==> src/hdl/latg_ram.sv <==
`timescale 1ns / 1ps
`default_nettype none
// ----------------------------------------------------------------------------
// latg_ram: simple dual-port RAM
// One write port and one read port, read data registered.
// ----------------------------------------------------------------------------
module latg_ram #(
   parameter int WIDTH = 8,
   parameter int DEPTH = 16
) (
   input  wire logic                     clock,
   input  wire logic                     wr_en,
   input  wire logic [$clog2(DEPTH)-1:0] wr_addr,
   input  wire logic [WIDTH-1:0]         wr_data,
   input  wire logic                     rd_en,
   input  wire logic [$clog2(DEPTH)-1:0] rd_addr,
   output logic      [WIDTH-1:0]         rd_data
);

   logic [WIDTH-1:0] mem_ff [DEPTH];
   logic [WIDTH-1:0] rd_data_ff;

   // write port
   always_ff @(posedge clock) begin
      if (wr_en) begin
         mem_ff[wr_addr] <= wr_data;
      end
   end

   // registered read port
   always_ff @(posedge clock) begin
      if (rd_en) begin
         rd_data_ff <= mem_ff[rd_addr];
      end
   end

   assign rd_data = rd_data_ff;

endmodule
`default_nettype wire

==> config.mk <==
export PLATFORM = sky130hd
export DESIGN_NAME = latg_ram
export DESIGN_NICKNAME = d
export VERILOG_FILES = /design/src/hdl/latg_ram.sv
export SDC_FILE = /design/constraint.sdc
export NUM_CORES = 1
export LEC_CHECK = 0
export BUFFER_PORTS_ARGS = -buffer_cell sky130_fd_sc_hd__buf_2
export CAP_MARGIN = 20
export CORE_UTILIZATION = 62
export CTS_BUF_LIST = sky130_fd_sc_hd__clkbuf_2 sky130_fd_sc_hd__clkbuf_4 sky130_fd_sc_hd__clkbuf_8
export DETAILED_ROUTE_END_ITERATION = 16
export PLACE_DENSITY = 0.81
export SYNTH_ARGS = -nofsm -noshare
export SYNTH_HDL_FRONTEND = slang
export SYNTH_SLANG_ARGS = --single-unit
==> constraint.sdc <==
create_clock -name clock -period 4.9 [get_ports clock]
set_clock_uncertainty 0.1 [all_clocks]
set_input_delay 0.49 -clock clock [delete_from_list [all_inputs] [get_ports clock]]
set_output_delay 0.49 -clock clock [all_outputs]
set_load 0.03 [all_outputs]
After elaboration in Yosys (flattened, before gate mapping)

Memories as Yosys holds them, arrays and structs flattened. A register that Yosys moved wholly into a read port is not among the register bits.
Cells that the tools add are included.

Bits in registers: 0
Memories: 1
Word-level logic and storage cells: 3
Memory bits (writable): 128
Output and inout port bits: 8
Input port bits: 19

Memory list:

| memory | words | bits a word | rd ports | clocked after Yosys merged registers in | wr ports | RTL line | source |
|---|---|---|---|---|---|---|---|
| mem_ff | 16    | 8           | 1        | 1                                       | 1        | 20       | `logic [WIDTH-1:0] mem_ff [DEPTH];` |

Muxes and demuxes: 2

Operator list:

| cell    | count |
|---|---|
| $mux W1 | 2 |

Depth between registers and ports, before layout

Gate-level depths: netlist of run 1.

Word-level depth: 2
Depth in mapped cells: 5
Gate-level depth less buffers: 3

Worst setup path after synthesis of run 1

No wires, ideal clock.

Path kind: input-to-reg
From: input wr_addr[2]
To: memory mem_ff[0][0] (enable)
Data arrival time: 1.600 ns
Setup time: 0.383 ns
Cell stages on the path: 2
Path buffers: 0
Path slack: 2.817 ns
Path through: or3b_2 > nor3_1

RTL lines:

| item        | RTL line | source |
|---|---|---|
| from (decl) | 13       | `input wire logic [$clog2(DEPTH)-1:0] wr_addr,` |
| to (decl)   | 20       |  |

No word-level cell before the write port.

==> impl_metrics.xml, run 1 <==
<?xml version="1.0" encoding="UTF-8"?>
<metrics>
  <group name="sta">
    <metric name="slew_viol_final" unit="">0</metric>
    <metric name="max_slew_margin" unit="%">30.96</metric>
    <metric name="finalCriticalPeriod" unit="ns">2.247</metric>
    <metric name="max_slew.worst_pin.slew" unit="ns">1.036</metric>
    <metric name="setup_repair_after_global_routing_missed_its_margin" unit="">no</metric>
    <metric name="final.period_utilization" unit="%">45.86</metric>
    <metric name="final-hold-violation-count" unit="">0</metric>
    <metric name="fmaxAchievable" unit="MHz">445.0</metric>
    <metric name="setup_violations" unit="">0</metric>
    <metric name="setup-tns-final" unit="ns">0</metric>
  </group>
  <group name="synthesis">
    <metric name="synthSimpleGateAreaFrac" unit="%">3.135</metric>
    <metric name="post_synth_fa_ha_maj_area_fraction" unit="%">0</metric>
    <metric name="synth.area.mux_share" unit="%">14.79</metric>
    <metric name="synth_cells" unit="">229</metric>
    <metric name="synth-seq-area-share" unit="%">78.12</metric>
    <metric name="ys_types" unit="">18</metric>
    <metric name="post_synth_instance_area" unit="um^2">5228</metric>
    <metric name="synth-compound-area-share" unit="%">2.298</metric>
    <metric name="yosysWarningCount" unit="">0</metric>
    <metric name="synth.avg_cell_area" unit="um^2">22.83</metric>
    <metric name="synth_seq_cells" unit="">136</metric>
    <metric name="combinational_family_with_the_most_area_after_synthesis" unit="">multiplexers</metric>
    <metric name="synthXorXnorAreaFrac" unit="%">0</metric>
    <metric name="postSynthNetCount" unit="">248</metric>
  </group>
  <group name="worst_hold_path">
    <metric name="worst_hold_path_type" unit="">in2reg</metric>
    <metric name="hp-start" unit="">rd_en</metric>
    <metric name="whs_endpoint" unit="">rd_data[1]</metric>
    <metric name="hold_path_cells" unit="">1</metric>
  </group>
  <group name="routing">
    <metric name="postRouteWirelength" unit="mm">9.796</metric>
    <metric name="detail_route.wl_per_cell" unit="um">25.38</metric>
    <metric name="detail_route.iter0.violations" unit="">183</metric>
    <metric name="drtAntennaViolNets" unit="">0</metric>
    <metric name="avgViaCountPerCell" unit="">6.541</metric>
    <metric name="detailedRoute.firstPassIterationCount" unit="">4</metric>
    <metric name="vias" unit="">2525</metric>
    <metric name="remaining_drc_errors" unit="">0</metric>
  </group>
  <group name="global_routing">
    <metric name="grt_first_pass_wirelength" unit="mm">14.62</metric>
    <metric name="globalRouteTotalUtil" unit="%">24.92</metric>
    <metric name="largest_net_degree_at_the_start_of_global_routing" unit="">33</metric>
    <metric name="globalRoute.totalOverflow" unit="">0</metric>
    <metric name="grt_antenna_before_repair" unit="">0</metric>
    <metric name="grt_pass1_vias" unit="">2464</metric>
  </group>
  <group name="finish">
    <metric name="layout.cell_area.non_filler" unit="um^2">5913</metric>
    <metric name="layout_commonest_cell" unit="">sky130_fd_sc_hd__edfxtp_1</metric>
    <metric name="finish.cell_count_without_fillers" unit="">386</metric>
    <metric name="finalNetCount" unit="">287</metric>
    <metric name="layout-area-overhead-vs-synth" unit="%">13.12</metric>
    <metric name="mostFrequentLayoutCells" unit="">136 x sky130_fd_sc_hd__edfxtp_1, 26 x sky130_fd_sc_hd__buf_2, 18 x sky130_fd_sc_hd__mux4_2, 17 x sky130_fd_sc_hd__clkbuf_8, 16 x sky130_fd_sc_hd__a22oi_1</metric>
    <metric name="final_layout_size_suffix_gt1_share" unit="%">28.47</metric>
    <metric name="antennaDiodeCount" unit="">0</metric>
    <metric name="utilization" unit="%">72.33</metric>
  </group>
  <group name="die">
    <metric name="die_h" unit="um">93.83</metric>
    <metric name="die_area" unit="um^2">8803</metric>
    <metric name="core_area" unit="um^2">8175</metric>
    <metric name="die_w" unit="um">93.83</metric>
    <metric name="start_util" unit="%">63.94</metric>
    <metric name="floorplan.rows" unit="">33</metric>
    <metric name="io_pins" unit="">27</metric>
  </group>
  <group name="place">
    <metric name="detailed_place.area" unit="um^2">5433</metric>
    <metric name="hpwl" unit="mm">5.772</metric>
    <metric name="portBuffers" unit="">26</metric>
    <metric name="routabilityCongestion" unit="">0.7170</metric>
    <metric name="post-place-cells" unit="">354</metric>
  </group>
  <group name="cts">
    <metric name="worst_setup_hold_path_clk_slew" unit="ns">0.08</metric>
    <metric name="post_cts_buffers" unit="">0</metric>
    <metric name="numClockSinks" unit="">136</metric>
    <metric name="cts_tree" unit="">built</metric>
    <metric name="clkLatencyLatePin" unit="ns">0.44</metric>
    <metric name="ctsLongestPathBuffers" unit="">2</metric>
    <metric name="cts_made_buffers" unit="">17</metric>
    <metric name="clockRootBuffer" unit="">sky130_fd_sc_hd__clkbuf_8</metric>
    <metric name="post_cts.resized_instances" unit="">0</metric>
    <metric name="cts_hold_repair.buffers" unit="">0</metric>
    <metric name="cts_htree_levels" unit="">4</metric>
  </group>
  <group name="outcome">
    <metric name="status" unit="">finished, final reports clean</metric>
  </group>
  <group name="setup_path">
    <metric name="r2r_cells" unit="">3</metric>
    <metric name="crit_path_cell_trace" unit="">buf_2 &gt; mux4_2 &gt; a22oi_1 &gt; nand2_1</metric>
    <metric name="rr_startpoint" unit="">mem_ff[1][5]</metric>
    <metric name="slowest_cell_delay_on_critical_path" unit="ns">0.77</metric>
    <metric name="startpoint" unit="">rd_addr[0]</metric>
    <metric name="kind_of_start_point_of_the_critical_path" unit="">primary input</metric>
    <metric name="worstPathBufferInverterCount" unit="">1</metric>
    <metric name="timing_worst_setup_path_type" unit="">in2reg</metric>
    <metric name="worst_ep_required_time" unit="ns">4.98</metric>
    <metric name="critPathArrivalTime" unit="ns">2.33</metric>
    <metric name="critical_path_peak_fanout" unit="">32</metric>
    <metric name="r2r_end" unit="">rd_data[5]</metric>
    <metric name="r2r_setup_slack" unit="ns">3.28</metric>
    <metric name="cp_top_family" unit="">buffers and inverters</metric>
    <metric name="critical-path-slowest-cell" unit="">sky130_fd_sc_hd__buf_2</metric>
    <metric name="worstSetupEndpointType" unit="">flip-flop</metric>
  </group>
  <group name="pwr">
    <metric name="static-leakage-power" unit="nW">1.962</metric>
    <metric name="ir_worst_vdd" unit="mV">0.2765</metric>
    <metric name="pwr_density_cell" unit="nW/um^2">427.9</metric>
    <metric name="fin_total_pwr" unit="W">0.002530</metric>
  </group>
  <group name="flow_run">
    <metric name="timing.max_cap.violations" unit="">0</metric>
  </group>
</metrics>
-- per-stage QoR --
step           hold slack (ns)  worst slack (ns)
2_1_floorplan           0.4889             2.817
3_3_place_gp            0.6222             2.207
3_5_place_dp            0.6388             2.155
4_1_cts                 0.2964             2.622
5_1_grt                 0.2885             2.548
6_report                0.3160             2.653
-- synth_stat cells --
cell / count / share of area (%)
sky130_fd_sc_hd__nor2b_1: 1 / 0.12
sky130_fd_sc_hd__buf_6: 3 / 0.65
sky130_fd_sc_hd__mux4_1: 14 / 7.0
sky130_fd_sc_hd__edfxtp_1: 136 / 78
sky130_fd_sc_hd__nand3_1: 1 / 0.096
sky130_fd_sc_hd__nor3_1: 4 / 0.38
sky130_fd_sc_hd__or3b_2: 1 / 0.17
sky130_fd_sc_hd__nand2b_1: 2 / 0.24
sky130_fd_sc_hd__mux4_2: 18 / 7.8
sky130_fd_sc_hd__nor2_1: 13 / 0.93
sky130_fd_sc_hd__nand2_1: 9 / 0.65
sky130_fd_sc_hd__buf_4: 1 / 0.14
sky130_fd_sc_hd__and2_1: 1 / 0.12
sky130_fd_sc_hd__buf_2: 3 / 0.29
sky130_fd_sc_hd__a22oi_1: 16 / 2.3
sky130_fd_sc_hd__and2b_1: 1 / 0.14
sky130_fd_sc_hd__clkdlybuf4s25_2: 3 / 0.57
sky130_fd_sc_hd__nand3b_1: 2 / 0.29
-- routing by layer --
metal  wire length (um)  up-vias  GRT usage [%]
met5                  0        -              0
met4                234        0          11.03
met3                720       19          7.605
met2               4650      152          35.10
met1               4190     1295          36.52
li1                   -     1059              -
-- power breakdown --
group          leakage, nW  internal, W  switching, W
clock network        0.231     0.000660      0.000429
logic                0.494    0.0000460     0.0000793
registers             1.24      0.00131    0.00000651
total                 1.96      0.00202      0.000515
-- worst max-delay path by stage --
stage,endpoint,depth (start not counted)
floorplan,mem_ff[0][0],2
global placement,rd_data[5],4
detailed placement,rd_data[5],4
CTS,rd_data[5],4
global route,rd_data[5],4
finish,rd_data[6],4
-- cells by family after synthesis --
logic type / count (synthesis)
AND/OR/NAND/NOR: 35
buffers and inverters: 10
flip-flops: 136
AO/OA/AOI/OAI: 16
multiplexers: 32
-- sequential cells by signal, indices dropped and copies added (netlist names) --
register / count
mem_ff: 128
rd_data: 8
-- layout make-up --
cell class | instances | area (um^2)
multi-input combinational | 83 | 1057
tap | 105 | 131.4
timing repair buffer | 30 | 160.2
fill | 464 | 2262
sequential | 136 | 4084
clock buffer | 17 | 234.0
clock inverter | 15 | 246.5
No activity file was read; power rests on OpenSTA's default activity.
==> inputs of run 2 (changes only) <==
CORE_UTILIZATION = 57   (was 62)
PLACE_DENSITY = 0.78   (was 0.81)
clock period = 2 ns   (was 4.9 ns; I/O delays follow)
==> run 2 against run 1 <==
  * The flow now finishes with violations (DRC)
  * Register-to-register slack worse by 2.9 ns
  * First-iteration DRC count is 18% higher
  * Cell area is 1.3% higher
  * Sequential power is 140% higher
  * Clock power is 88% higher
  * Sequential share of layout area is 0.89 points lower
  * Non-clock buffer count is 22 higher
  * Setup slack worse by 2.2 ns
  * Critical endpoint is now rd_data[4]
  * Largest power group unchanged
==> impl_metrics.xml, run 2 (synthesized netlist as in run 1, its figures left out) <==
<?xml version="1.0" encoding="UTF-8"?>
<metrics>
  <group name="cts">
    <metric name="post_cts.resized_instances" unit="">0</metric>
    <metric name="worst_setup_hold_path_clk_slew" unit="ns">0.07</metric>
    <metric name="cts_tree" unit="">built</metric>
    <metric name="cts_made_buffers" unit="">17</metric>
    <metric name="post_cts_buffers" unit="">0</metric>
    <metric name="clkLatencyLatePin" unit="ns">0.42</metric>
    <metric name="cts_hold_repair.buffers" unit="">0</metric>
    <metric name="clockRootBuffer" unit="">sky130_fd_sc_hd__clkbuf_8</metric>
    <metric name="numClockSinks" unit="">136</metric>
    <metric name="cts_htree_levels" unit="">4</metric>
    <metric name="ctsLongestPathBuffers" unit="">2</metric>
  </group>
  <group name="setup_path">
    <metric name="crit_path_cell_trace" unit="">mux4_1 &gt; a22oi_1 &gt; nand2_1</metric>
    <metric name="r2r_setup_slack" unit="ns">0.41</metric>
    <metric name="worstPathBufferInverterCount" unit="">0</metric>
    <metric name="rr_startpoint" unit="">mem_ff[9][4]</metric>
    <metric name="r2r_cells" unit="">3</metric>
    <metric name="slowest_cell_delay_on_critical_path" unit="ns">0.51</metric>
    <metric name="critical_path_peak_fanout" unit="">1</metric>
    <metric name="worst_ep_required_time" unit="ns">2.07</metric>
    <metric name="worstSetupEndpointType" unit="">flip-flop</metric>
    <metric name="critical-path-slowest-cell" unit="">sky130_fd_sc_hd__mux4_1</metric>
    <metric name="cp_top_family" unit="">multiplexers</metric>
    <metric name="r2r_end" unit="">rd_data[4]</metric>
    <metric name="critPathArrivalTime" unit="ns">1.66</metric>
    <metric name="kind_of_start_point_of_the_critical_path" unit="">flip-flop</metric>
    <metric name="timing_worst_setup_path_type" unit="">reg2reg</metric>
  </group>
  <group name="sta">
    <metric name="max_slew.worst_pin.slew" unit="ns">0.4207</metric>
    <metric name="hold_ws" unit="ns">0.05137</metric>
    <metric name="final.period_utilization" unit="%">79.39</metric>
    <metric name="final_critical_path_setup_slack" unit="ns">0.4122</metric>
    <metric name="max_slew_margin" unit="%">71.89</metric>
    <metric name="final-hold-violation-count" unit="">0</metric>
    <metric name="setup-tns-final" unit="ns">0</metric>
    <metric name="fmaxAchievable" unit="MHz">629.8</metric>
    <metric name="setup_repair_after_global_routing_missed_its_margin" unit="">no</metric>
    <metric name="slew_viol_final" unit="">0</metric>
    <metric name="setup_violations" unit="">0</metric>
    <metric name="finalCriticalPeriod" unit="ns">1.588</metric>
  </group>
  <group name="worst_hold_path">
    <metric name="whs_endpoint" unit="">mem_ff[4][2]</metric>
    <metric name="hp-start" unit="">wr_data[2]</metric>
    <metric name="worst_hold_path_type" unit="">in2reg</metric>
    <metric name="hold_path_cells" unit="">1</metric>
  </group>
  <group name="global_routing">
    <metric name="grt_pass1_vias" unit="">2553</metric>
    <metric name="largest_net_degree_at_the_start_of_global_routing" unit="">17</metric>
    <metric name="grt_antenna_before_repair" unit="">0</metric>
    <metric name="grt_first_pass_wirelength" unit="mm">14.31</metric>
    <metric name="globalRouteTotalUtil" unit="%">21.37</metric>
    <metric name="globalRoute.totalOverflow" unit="">0</metric>
  </group>
  <group name="finish">
    <metric name="antennaDiodeCount" unit="">0</metric>
    <metric name="fillCellCount" unit="">535</metric>
    <metric name="finish.cell_count_without_fillers" unit="">410</metric>
    <metric name="register_name_with_the_most_flops" unit="">mem_ff</metric>
    <metric name="layout_commonest_cell" unit="">sky130_fd_sc_hd__edfxtp_1</metric>
    <metric name="finalNetCount" unit="">309</metric>
    <metric name="largest_register_ffs" unit="">128</metric>
    <metric name="layout-area-overhead-vs-synth" unit="%">14.60</metric>
    <metric name="mostFrequentLayoutCells" unit="">136 x sky130_fd_sc_hd__edfxtp_1, 26 x sky130_fd_sc_hd__buf_2, 24 x sky130_fd_sc_hd__buf_4, 18 x sky130_fd_sc_hd__mux4_2, 17 x sky130_fd_sc_hd__clkbuf_8</metric>
    <metric name="layout.cell_area.non_filler" unit="um^2">5991</metric>
    <metric name="final_layout_size_suffix_gt1_share" unit="%">33.11</metric>
  </group>
  <group name="pwr">
    <metric name="pwr_density_cell" unit="nW/um^2">934.1</metric>
    <metric name="static-leakage-power" unit="nW">2.042</metric>
    <metric name="ir_worst_vdd" unit="mV">0.3945</metric>
  </group>
  <group name="die">
    <metric name="die_w" unit="um">97.77</metric>
    <metric name="floorplan.rows" unit="">34</metric>
    <metric name="io_pins" unit="">27</metric>
    <metric name="die_h" unit="um">97.77</metric>
    <metric name="die_area" unit="um^2">9558</metric>
    <metric name="core_area" unit="um^2">8806</metric>
    <metric name="start_util" unit="%">59.36</metric>
  </group>
  <group name="flow_run">
    <metric name="timing.max_cap.violations" unit="">0</metric>
  </group>
  <group name="routing">
    <metric name="detailedRoute.firstPassIterationCount" unit="">11</metric>
    <metric name="drtAntennaViolNets" unit="">0</metric>
    <metric name="vias" unit="">2496</metric>
    <metric name="detail_route.wl_per_cell" unit="um">22.68</metric>
    <metric name="postRouteWirelength" unit="mm">9.298</metric>
    <metric name="avgViaCountPerCell" unit="">6.088</metric>
    <metric name="remaining_drc_errors" unit="">4</metric>
    <metric name="detail_route.iter0.violations" unit="">216</metric>
  </group>
  <group name="place">
    <metric name="post-place-cells" unit="">379</metric>
    <metric name="dp_worst_setup_slack" unit="ns">0.1696</metric>
    <metric name="routabilityCongestion" unit="">0.7460</metric>
    <metric name="portBuffers" unit="">26</metric>
    <metric name="detailed_place.area" unit="um^2">5627</metric>
    <metric name="hpwl" unit="mm">6.257</metric>
  </group>
  <group name="outcome">
    <metric name="failed_checks" unit="">DRC</metric>
    <metric name="status" unit="">complete, but fails checks</metric>
  </group>
</metrics>
-- run 2: cell types whose count changed in the layout (fill, tap and decap cells not counted), moves of 2 or more --
cell	delta
sky130_fd_sc_hd__buf_4	+20
sky130_fd_sc_hd__bufinv_16	-4
sky130_fd_sc_hd__clkinv_2	+4
sky130_fd_sc_hd__inv_6	-4
sky130_fd_sc_hd__clkbuf_4	+3
sky130_fd_sc_hd__buf_12	+2
-- run 2: through the flow --
step	utilization (%)	total power, W
floorplan	-	0.003473
global placement	63.90	0.003599
detailed placement	63.90	0.003611
CTS	68.03	0.005637
global route	68.03	0.005781
finish	68.03	0.005596
-- run 2: cell type report --
type	instances	area (um^2)	share of cell area [%]
clock inverter	11	107.6	1.796
tap	108	135.1	2.256
clock buffer	20	256.5	4.282
multi-input combinational	83	1057	17.65
timing repair buffer	52	350.3	5.848
sequential	136	4084	68.17
-- run 2: power breakdown --
group          switching (W)  total, W  internal, W  leakage, nW
combinational       0.000189  0.000322     0.000133        0.619
sequential         0.0000164   0.00323      0.00321         1.24
clock               0.000929   0.00205      0.00112        0.187
-- run 2: worst max path at each step --
stage	start	endpoint	slack, ns	depth (start not counted)
2_1_floorplan	wr_addr[2]	mem_ff[0][0]	0.21	2
3_3_place_gp	rd_addr[0]	rd_data[4]	0.17	5
3_5_place_dp	rd_addr[0]	rd_data[1]	0.17	5
4_1_cts	mem_ff[9][4]	rd_data[4]	0.37	3
5_1_grt	mem_ff[9][4]	rd_data[4]	0.32	3
6_report	mem_ff[9][4]	rd_data[4]	0.41	3
-- run 2: per-layer routing --
layer / vias up / GRT usage [%] / routed length, um
li1: 1103 / - / -
met3: 12 / 5.440 / 498
met5: - / 0 / 0
met1: 1292 / 28.53 / 3821
met4: 0 / 8.042 / 123
met2: 89 / 34.64 / 4854
-- run 2: worst reg2reg max path, cell delays in order (launching register included) --
cell and delay (ns):
sky130_fd_sc_hd__edfxtp_1 0.36, sky130_fd_sc_hd__mux4_1 0.51, sky130_fd_sc_hd__a22oi_1 0.28, sky130_fd_sc_hd__nand2_1 0.09
==> inputs of run 3 (changes only) <==
CORE_UTILIZATION = 62   (was 57)
PLACE_DENSITY = 0.81   (was 0.78)
clock period = 1.6 ns   (was 2 ns; I/O delays follow)
==> run 3 against run 2 <==
  * Largest power group unchanged
  * Critical path type unchanged
  * Fmax down 1.3%
  * Non-clock buffer count is 2 higher
  * Critical path depth stayed put
  * Largest cell class unchanged
  * The run ends with setup timing left
==> impl_metrics.xml, run 3 (synthesized netlist as in run 1, its figures left out) <==
<?xml version="1.0" encoding="UTF-8"?>
<metrics>
  <group name="cts">
    <metric name="numClockSinks" unit="">136</metric>
    <metric name="cts_htree_levels" unit="">4</metric>
    <metric name="cts_tree" unit="">built</metric>
    <metric name="clockRootBuffer" unit="">sky130_fd_sc_hd__clkbuf_8</metric>
    <metric name="clkLatencyLatePin" unit="ns">0.43</metric>
    <metric name="ctsLongestPathBuffers" unit="">2</metric>
    <metric name="cts_made_buffers" unit="">17</metric>
    <metric name="worst_setup_hold_path_clk_slew" unit="ns">0.08</metric>
  </group>
  <group name="outcome">
    <metric name="failed_checks" unit="">setup timing</metric>
    <metric name="status" unit="">complete, but fails checks</metric>
  </group>
  <group name="setup_path">
    <metric name="worstSetupEndpointType" unit="">flip-flop</metric>
    <metric name="critical_path_peak_fanout" unit="">1</metric>
    <metric name="critPathArrivalTime" unit="ns">1.69</metric>
    <metric name="worst_ep_required_time" unit="ns">1.68</metric>
    <metric name="timing_worst_setup_path_type" unit="">reg2reg</metric>
    <metric name="kind_of_start_point_of_the_critical_path" unit="">flip-flop</metric>
  </group>
  <group name="place">
    <metric name="routabilityCongestion" unit="">0.7540</metric>
    <metric name="dp_worst_setup_slack" unit="ns">-0.2189</metric>
    <metric name="portBuffers" unit="">26</metric>
    <metric name="hpwl" unit="mm">6.247</metric>
  </group>
  <group name="finish">
    <metric name="final_layout_size_suffix_gt1_share" unit="%">37.42</metric>
    <metric name="fillCellCount" unit="">441</metric>
    <metric name="largest_register_ffs" unit="">128</metric>
    <metric name="layout-area-overhead-vs-synth" unit="%">16.68</metric>
    <metric name="layout_commonest_cell" unit="">sky130_fd_sc_hd__edfxtp_1</metric>
    <metric name="finalNetCount" unit="">311</metric>
    <metric name="antennaDiodeCount" unit="">0</metric>
    <metric name="register_name_with_the_most_flops" unit="">mem_ff</metric>
    <metric name="mostFrequentLayoutCells" unit="">136 x sky130_fd_sc_hd__edfxtp_1, 26 x sky130_fd_sc_hd__buf_2, 23 x sky130_fd_sc_hd__buf_4, 22 x sky130_fd_sc_hd__mux4_2, 17 x sky130_fd_sc_hd__clkbuf_8</metric>
  </group>
  <group name="pwr">
    <metric name="pwr_density_cell" unit="nW/um^2">1218</metric>
    <metric name="static-leakage-power" unit="nW">2.057</metric>
    <metric name="ir_worst_vdd" unit="mV">0.7712</metric>
  </group>
  <group name="routing">
    <metric name="detailedRoute.firstPassIterationCount" unit="">5</metric>
    <metric name="detail_route.iter0.violations" unit="">336</metric>
    <metric name="vias" unit="">2635</metric>
    <metric name="detail_route.wl_per_cell" unit="um">26.04</metric>
    <metric name="avgViaCountPerCell" unit="">6.474</metric>
    <metric name="remaining_drc_errors" unit="">0</metric>
    <metric name="drtAntennaViolNets" unit="">0</metric>
    <metric name="postRouteWirelength" unit="mm">10.60</metric>
  </group>
  <group name="die">
    <metric name="core_area" unit="um^2">8175</metric>
    <metric name="die_h" unit="um">93.83</metric>
    <metric name="start_util" unit="%">63.94</metric>
    <metric name="io_pins" unit="">27</metric>
    <metric name="floorplan.rows" unit="">33</metric>
    <metric name="die_w" unit="um">93.83</metric>
    <metric name="die_area" unit="um^2">8803</metric>
  </group>
  <group name="sta">
    <metric name="max_slew_margin" unit="%">39.51</metric>
    <metric name="final-hold-violation-count" unit="">0</metric>
    <metric name="fmaxAchievable" unit="MHz">621.9</metric>
    <metric name="final.period_utilization" unit="%">100.5</metric>
    <metric name="max_slew.worst_pin.slew" unit="ns">0.9041</metric>
    <metric name="final_critical_path_setup_slack" unit="ns">-0.008025</metric>
    <metric name="slew_viol_final" unit="">0</metric>
    <metric name="setup_violations" unit="">1</metric>
    <metric name="finalCriticalPeriod" unit="ns">1.608</metric>
    <metric name="setup-tns-final" unit="ns">-0.008025</metric>
    <metric name="setup_repair_after_global_routing_missed_its_margin" unit="">yes</metric>
  </group>
  <group name="global_routing">
    <metric name="globalRoute.totalOverflow" unit="">0</metric>
    <metric name="grt_first_pass_wirelength" unit="mm">15.81</metric>
    <metric name="grt_pass1_vias" unit="">2561</metric>
    <metric name="grt_antenna_before_repair" unit="">0</metric>
    <metric name="largest_net_degree_at_the_start_of_global_routing" unit="">24</metric>
    <metric name="globalRouteTotalUtil" unit="%">27.20</metric>
  </group>
  <group name="worst_hold_path">
    <metric name="worst_hold_path_type" unit="">in2reg</metric>
  </group>
  <group name="flow_run">
    <metric name="timing.max_cap.violations" unit="">0</metric>
  </group>
</metrics>
run 3: final timing paths:
kind / start / endpoint / slack, ns / cells past startpoint
worst min register to register: mem_ff[15][5] / rd_data[5] / 0.65 / 3
worst max register to register: mem_ff[11][3] / rd_data[3] / -0.008 / 3
worst max-delay path: mem_ff[11][3] / rd_data[3] / -0.008 / 3
worst min-delay path: wr_data[0] / mem_ff[3][0] / 0.03 / 1
run 3: what timing repair did:
action                                  in CTS  in global routing
hold buffers                                 2                  0
endpoints found under the hold margin       17                  0
gates resized for setup                      3                  9
endpoints found under the setup margin       2                  6
pin swaps                                    1                  1
buffers inserted                             0                  0
run 3: worst max-delay path, cell delays in order, from the launching register on:
cell,delay [ns]
sky130_fd_sc_hd__edfxtp_1,0.40
sky130_fd_sc_hd__mux4_1,0.56
sky130_fd_sc_hd__a22oi_2,0.22
sky130_fd_sc_hd__nand2_1,0.08
run 3: power by group:
group          switching [W]  total, W  internal (W)
Sequential         0.0000262   0.00404       0.00401
Clock                0.00128   0.00295       0.00167
Combinational       0.000257  0.000439      0.000182
run 3: layout make-up:
| class | instances | area, um^2 | area share (%) |
|---|---|---|---|
| Sequential cell | 136 | 4084 | 66.95 |
| Multi-Input combinational cell | 83 | 1087 | 17.83 |
| Timing Repair Buffer | 54 | 382.9 | 6.277 |
| Clock buffer | 17 | 234.0 | 3.836 |
| Clock inverter | 12 | 180.2 | 2.954 |
| Tap cell | 105 | 131.4 | 2.154 |
run 3: per-stage QoR:
step | utilization (%) | power (W) | std cells | cell area, um^2 | hold WS [ns]
2_1_floorplan | - | 0.004342 | 229 | 5233 | 0.1589
3_3_place_gp | 68.99 | 0.004511 | 376 | 5640 | 0.4439
3_5_place_dp | 68.99 | 0.004527 | 376 | 5640 | 0.4420
4_1_cts | 74.38 | 0.007458 | 407 | 6081 | 0.003311
5_1_grt | 74.61 | 0.007615 | 407 | 6100 | 0.008591
6_report | 74.61 | 0.007431 | 407 | 6100 | 0.02692
run 3: metal layers:
layer  vias up  track usage (%)  part of all wire (%)
met4         0            11.15                   2.7
met5         -                0                     0
li1       1098                -                     -
met2       179            41.79                    51
met1      1327            38.38                    38
met3        31            6.311                   8.8
